### src/rtl/mat4_vec4_transform_assert.svh
// Assertion macros shared by the transform engine modules.
// Each use names its label, clock, active-low reset, trigger and expected condition.
`ifndef MAT4_VEC4_TRANSFORM_ASSERT_SVH
`define MAT4_VEC4_TRANSFORM_ASSERT_SVH

// Expected condition holds in the same cycle as the trigger.
`define M4V4_ASSERT_NOW(label, clk, rst_n, cond, expr) \
    label: assert property (@(posedge clk) disable iff (!rst_n) (cond) |-> (expr)) \
        else $error("same-cycle check failed");

// Expected condition holds in the cycle after the trigger.
`define M4V4_ASSERT_NEXT(label, clk, rst_n, cond, expr) \
    label: assert property (@(posedge clk) disable iff (!rst_n) (cond) |=> (expr)) \
        else $error("next-cycle check failed");

`endif

### src/rtl/m4v4_pkg.sv
`timescale 1ns / 1ps
package m4v4_pkg;

    localparam int NUM_LANES  = 4;
    localparam int NUM_COEF   = 16;
    localparam int COMP_W     = 32;
    localparam int PROD_W     = 64;
    localparam int PAIR_W     = 65;
    localparam int SUM_W      = 66;
    localparam int CFG_IDX_W  = 3;
    localparam int CFG_W      = 64;
    localparam int VEC_W      = NUM_LANES * COMP_W;

    typedef logic signed [COMP_W-1:0] t_comp;
    typedef logic signed [PROD_W-1:0] t_prod;
    typedef logic signed [PAIR_W-1:0] t_pair;
    typedef logic signed [SUM_W-1:0]  t_sum;

    localparam t_comp COMP_MAX = 32'sh7FFF_FFFF;
    localparam t_comp COMP_MIN = 32'sh8000_0000;

    // Load enables for the three lane stages.
    typedef struct packed {
        logic s1;
        logic s2;
        logic s3;
    } t_stage_en;

endpackage

### src/rtl/m4v4_merge.sv
`timescale 1ns / 1ps
`include "mat4_vec4_transform_assert.svh"
module m4v4_merge #(
    parameter int FRAC_BITS = 16
) (
    input  logic                            i_clk,
    input  logic                            i_rst_n,
    input  logic                            i_load,
    input  m4v4_pkg::t_sum                  i_sum [m4v4_pkg::NUM_LANES],
    input  logic                            i_m_tready,
    output logic                            o_m_tvalid,
    output logic [m4v4_pkg::VEC_W-1:0]      o_m_tdata,   // out_x, out_y, out_z, out_w
    output logic                            o_m_tuser    // overflow
);

    m4v4_pkg::t_sum  w_q   [m4v4_pkg::NUM_LANES];
    m4v4_pkg::t_comp w_sat [m4v4_pkg::NUM_LANES];
    logic [m4v4_pkg::NUM_LANES-1:0] w_ovf;
    logic [m4v4_pkg::NUM_LANES-1:0] w_lim;
    logic                           w_at_limit;

    m4v4_pkg::t_comp r_out [m4v4_pkg::NUM_LANES];
    logic            r_ovf;
    logic            r_valid;

    for (genvar g = 0; g < m4v4_pkg::NUM_LANES; g++) begin : g_sat
        logic [m4v4_pkg::SUM_W-m4v4_pkg::COMP_W:0] w_top;
        assign w_q[g]   = i_sum[g] >>> FRAC_BITS;
        // value fits when all bits from the sign of the 32-bit range up agree
        assign w_top    = w_q[g][m4v4_pkg::SUM_W-1:m4v4_pkg::COMP_W-1];
        assign w_ovf[g] = !((&w_top) || !(|w_top));
        assign w_sat[g] = !w_ovf[g] ? w_q[g][m4v4_pkg::COMP_W-1:0]
                        : (w_q[g][m4v4_pkg::SUM_W-1] ? m4v4_pkg::COMP_MIN
                                                     : m4v4_pkg::COMP_MAX);
        assign w_lim[g] = (r_out[g] == m4v4_pkg::COMP_MAX)
                       || (r_out[g] == m4v4_pkg::COMP_MIN);
    end

    assign w_at_limit = |w_lim;

    always_ff @(posedge i_clk) begin
        if (!i_rst_n) begin
            r_valid <= 1'b0;
        end else if (i_load) begin
            r_valid <= 1'b1;
        end else if (i_m_tready) begin
            r_valid <= 1'b0;
        end
    end

    always_ff @(posedge i_clk) begin
        if (i_load) begin
            for (int k = 0; k < m4v4_pkg::NUM_LANES; k++) begin
                r_out[k] <= w_sat[k];
            end
            r_ovf <= |w_ovf;
        end
    end

    assign o_m_tvalid = r_valid;
    assign o_m_tdata  = {r_out[3], r_out[2], r_out[1], r_out[0]};
    assign o_m_tuser  = r_ovf;

    `M4V4_ASSERT_NOW(a_ovf_has_limit, i_clk, i_rst_n, r_valid && r_ovf, w_at_limit)

endmodule

### config.mk
export PLATFORM = sky130hd
export DESIGN_NAME = m4v4_merge
export DESIGN_NICKNAME = d
export VERILOG_FILES = /design/src/rtl/m4v4_pkg.sv /design/src/rtl/m4v4_merge.sv
export VERILOG_INCLUDE_DIRS = /design/src /design/src/rtl
export SDC_FILE = /design/constraint.sdc
export NUM_CORES = 1
export LEC_CHECK = 0
export BUFFER_PORTS_ARGS = -buffer_cell sky130_fd_sc_hd__buf_2
export CAP_MARGIN = 5
export CORE_AREA = 8 8 147 149
export CTS_BUF_LIST = sky130_fd_sc_hd__clkbuf_16
export CTS_CLUSTER_SIZE = 30
export DETAILED_ROUTE_END_ITERATION = 8
export DIE_AREA = 0 0 155 157
export GPL_TIMING_DRIVEN = 1
export PLACE_DENSITY = 0.72
export SLEW_MARGIN = 10
export SYNTH_ARGS = -nofsm -noshare
export SYNTH_HDL_FRONTEND = slang
export SYNTH_SLANG_ARGS = --single-unit
### constraint.sdc
create_clock -name i_clk -period 4.8 [get_ports i_clk]
set_input_delay 0.96 -clock i_clk [delete_from_list [all_inputs] [get_ports i_clk]]
set_output_delay 0.96 -clock i_clk [all_outputs]
set_load 0.02 [all_outputs]
* After elaboration in Yosys (flattened, before gate mapping)
Memories as Yosys holds them, arrays and structs flattened.
Index checks and enable logic that the tools add are counted.
** Storage, ports and cells
- Flip-flop bits (word level) :: 2
- Latch bits :: 0
- Bits in writable memories :: 128
- ROM bits :: 0
- Input port bits :: 268
- Output and inout bits :: 130
- Memories kept :: 1
** Cells by class
- Add/sub/neg operators :: 0
- Multipliers :: 0
- Div/mod/pow operators :: 0
- Order comparisons :: 0
- Equal/unequal tests :: 0
- Shift operators :: 0
- Mux-type cells :: 12
- Bitwise logic cells :: 0
- Reduce and logical (&&, ||, !) cells :: 22
** Memories
- r_out :: words 4, width 32, read ports 4, clocked after Yosys merged registers in 0, wr ports 4, RTL line m4v4_merge.sv:22 : m4v4_pkg::t_comp r_out [m4v4_pkg::NUM_LANES];
** Operators by type and width (count)
- $mux W32 :: 8
- $reduce_and A19 Y1 :: 4
- $reduce_or A19 Y1 :: 4
- $logic_not A1 Y1 :: 8
- $logic_or A1 B1 Y1 :: 4
- $mux W1 :: 4
- $reduce_or A4 Y1 :: 1
- $reduce_bool A2 Y1 :: 1

* Logic depth before layout (Yosys ltp)
- Word-level depth :: 5
- Gate-level depth with buffers :: 6
- Mapped depth without buffers :: 5

* Least setup slack after synthesis
OpenSTA, ideal clock, no wires.
- Kind :: input port to flip-flop
- Start :: in i_sum[256] (netlist bit)
- End :: mem r_out[0][21] (netlist bit), data pin
- Library setup time :: 254 ps
- Data arrival time :: 2003 ps
- Required time :: 4546 ps
- Setup slack :: 2542 ps
- Cell stages on the path :: 6
- Buffers on the path :: 1
- Path through :: nor4_1 nand4_1 nor4_2 a311oi_2 buf_6 a21o_2
** RTL lines
- start, declared :: RTL line m4v4_merge.sv:9 : input m4v4_pkg::t_sum i_sum [m4v4_pkg::NUM_LANES],
- end, declared :: RTL line m4v4_merge.sv:22

* Worst setup path after layout
- Start :: in i_sum[124] (netlist bit)
- End :: reg r_ovf (netlist: o_m_tuser), data pin
** Between the ends
- Longest elaborated chain between the ends :: 5
- Elaborated cells on any way between the ends :: 6
- Classes of those cells :: 6 x reduce/logical
** Ends and longest elaborated chain
- $reduce_or A19 Y1 :: RTL line m4v4_merge.sv:31 : assign w_ovf[g] = !((&w_top) || !(|w_top));
- $logic_not A1 Y1 :: RTL line m4v4_merge.sv:31
- $logic_or A1 B1 Y1 * :: RTL line m4v4_merge.sv:31
- $logic_not A1 Y1 * :: RTL line m4v4_merge.sv:31
- $reduce_or A4 Y1 * :: RTL line m4v4_merge.sv:56 : r_ovf <= |w_ovf;
- end signal, assigned :: RTL line m4v4_merge.sv:56
- end, declared :: RTL line m4v4_merge.sv:23 : logic r_ovf;
Mark *: on every way between the ends. The rest lies on a longest branch, timed or not.
A chain may end at the register's enable or synchronous reset.

==> qor.txt <==
Remaining DRCs: 0
Switch share: 24.8%
Core box area: 19200 µm²
CTS buffer count: 17
RR Startpoint: o_m_tvalid
Status: complete, no violations
Final Cycle Share: 52.2%
Worst setup path start: i_sum[124]
Setup CP Type: in -> reg
Vias in the first global route: 4761
Std cell rows: 51
GR Util All Layers: 13.4%
Mapped Nets: 613
Clk Latency, worst-skew pair: 410 ps
Setup repair bufs after CTS: 0
Die H: 157 µm
Warning count from the yosys run: 0
Antenna diode count: 0
CTS Root Cell: clkbuf_16
Crit path max-delay family: simple AND/OR/NAND/NOR gates
CTS clk-pin slew, worst paths: 60 ps
Largest net degree at the start of global routing: 88
Setup WS pre-CTS: 1850 ps
CP Cell Sequence: buf_2 -> nor4_1 -> nand4_1 -> nor4_2 -> a31o_2 -> nand4_1
Die ar.: 24300 µm²
Slowest stage cell, crit path: a31o_2
Cell count after synthesis: 345
Clock Skew: 0 ps
First-pass DRT Iterations: 4
PostCTS Resize Cnt: 0
Setup-failing EPs final: 0
Internal power: 2270 µW
CTS tree: done
Finished Layout Cells: 953
Clk pwr share: 41.2%
Hold path startpoint: o_m_tvalid
Combinational fraction of design power: 13.4%
Worst VDD drop: 0.247 mV
DRT antenna net count: 0
Mean Syn Cell Area: 16.4 µm²
Hold crit path type: reg -> reg
H-tree depth: 4
Seq pwr share: 45.4%
Min cycle time layout: 2500 ps
Initial cell density of the core: 29.4%
Yosys reg bits: 130
Netlist Area Pre-Place: 5640 µm²
Number of hold violations in the final report: 0
# fillers: 1832
Crit-path max cell delay: 630 ps
Routability congestion estimate from global placement: 0.890
Worst EP arrival: 2620 ps
P&R area growth vs syn: 42.5%
Die width: 155 µm
Crit start category: primary input
Switch Pwr: 748 µW
Max-slew violations: 0
Share of cells above drive strength 1: 67.7%
Seq/Total Area, Yosys: 69.0%
Max frequency: 399 MHz
Detailed placement HPWL: 12600 µm
Io pins: 398
Clock Path Buffers: 2
Leakage power: 0.00377 µW
CTS Hold Bufs: 0
First-pass GRT wire length: 25400 µm
R2R Setup Slk: 4120 ps
Rel. slew slack: 45.4%
Vias per cell: 4.52
Dpl cells: 921
Total negative slack: 0 ps
CP most frequent cell: nand4_1
Register Area: 3890 µm²
Maxcap violations: 0
Port bufs: 333
Pwr dens: 375 nW/µm²
RSZ-0062 raised after global routing: false
Worst-Margin Slew: 818 ps
Initial drt markers: 189
WL per Instance: 17.7 µm
Worst path required time: 4910 ps
Clk sinks: 130
Post-route setup slack: 2300 ps
Area of the multi-input gates: 1530 µm²
CP Capture Type: flop
Max FO, Critical Path: 32
Total Routed Length: 16900 µm
GR Overflow Total: 0
Initial antenna violation count: 0
CP bufs+invs: 1
Final #Nets: 943
Netlist cell types: 19
Via count: 4310
==> registers in the layout, summed over array words and instances, names as in the netlist <==
register / cells
r_out: 128
o_m_tvalid: 1
o_m_tuser: 1
==> cell usage in the layout, fill, tap and decap left out <==
master,synthesis,final
buf_6,18,1
buf_2,3,332
edfxtp_1,129,129
o21a_1,1,1
nor4_1,16,16
nor2b_1,1,1
inv_1,0,1
inv_6,0,1
a21o_2,85,85
clkinv_1,0,1
a311oi_4,0,4
clkinv_4,0,4
nand4_1,21,21
clkinv_2,0,5
buf_4,3,6
clkbuf_16,0,17
clkinvlp_4,0,1
a21o_1,39,39
and3_1,4,4
dfxtp_1,1,1
nor2_1,8,8
nor4_2,4,4
a31o_2,4,4
bufinv_16,0,2
==> through the flow <==
stage / hold slack [ps] / power (µW) / utilization [%] / area, µm²
floorplan: 694 / 1590 / - / 5640
global placement: 557 / 1790 / 38.9 / 7470
detailed placement: 566 / 1800 / 38.9 / 7470
CTS: 585 / 3080 / 41.9 / 8040
global route: 627 / 3160 / 41.9 / 8040
finish: 574 / 3020 / 41.9 / 8040
==> power groups by stage <==
stage	Sequential (µW)	Clock (µW)	Combinational, µW
4_1_cts	1370	1290	411
5_1_grt	1380	1350	434
3_5_place_dp	1390	0	410
6_report	1370	1240	406
2_1_floorplan	1510	0	75.0
3_3_place_gp	1390	0	405
==> cell type report <==
type	count	share of cell area [%]
sequential	130	48.4
timing repair buffer	339	21.4
clock inverter	15	1.79
multi-input combinational	187	19.0
clock buffer	17	5.29
tap	265	4.12
==> worst register-to-register path: stages (launching register included) <==
cell and delay (ps):
dfxtp_1 300, nor2b_1 120, o21a_1 150
==> cells by family (layout without fill, tap and decap cells) <==
logic type / count (synthesis) / in the layout / synth area share (%)
compound gates: 133 / 133 / 20.1
flops: 130 / 130 / 69.0
simple gates: 54 / 54 / 6.07
buf+inv: 28 / 371 / 4.85
==> per-layer routing <==
layer	global-route usage, %	share of wire [%]
met1	14.0	38
met2	22.8	49
met3	7.02	11
met4	4.81	1.8
met5	0	0
==> worst paths after layout <==
kind,endpoint,cells past startpoint
hold / removal,o_m_tvalid,2
setup / recovery,o_m_tuser,6
hold reg to reg,o_m_tvalid,2
setup reg to reg,o_m_tvalid,2
==> synth_stat cells (all sizes together) <==
cell type	instances	area share [%]
a21o	124	18
a311oi	4	0.95
a31o	4	0.62
and3	4	0.44
buf	24	4.3
clkbuf	1	0.066
dfxtp	1	0.35
dlygate4sd3	3	0.53
edfxtp	129	69
nand4	21	2.3
nor2	8	0.53
nor2b	1	0.11
nor4	20	2.7
o21a	1	0.13
Note: power is estimated with default switching activity, not from simulation.
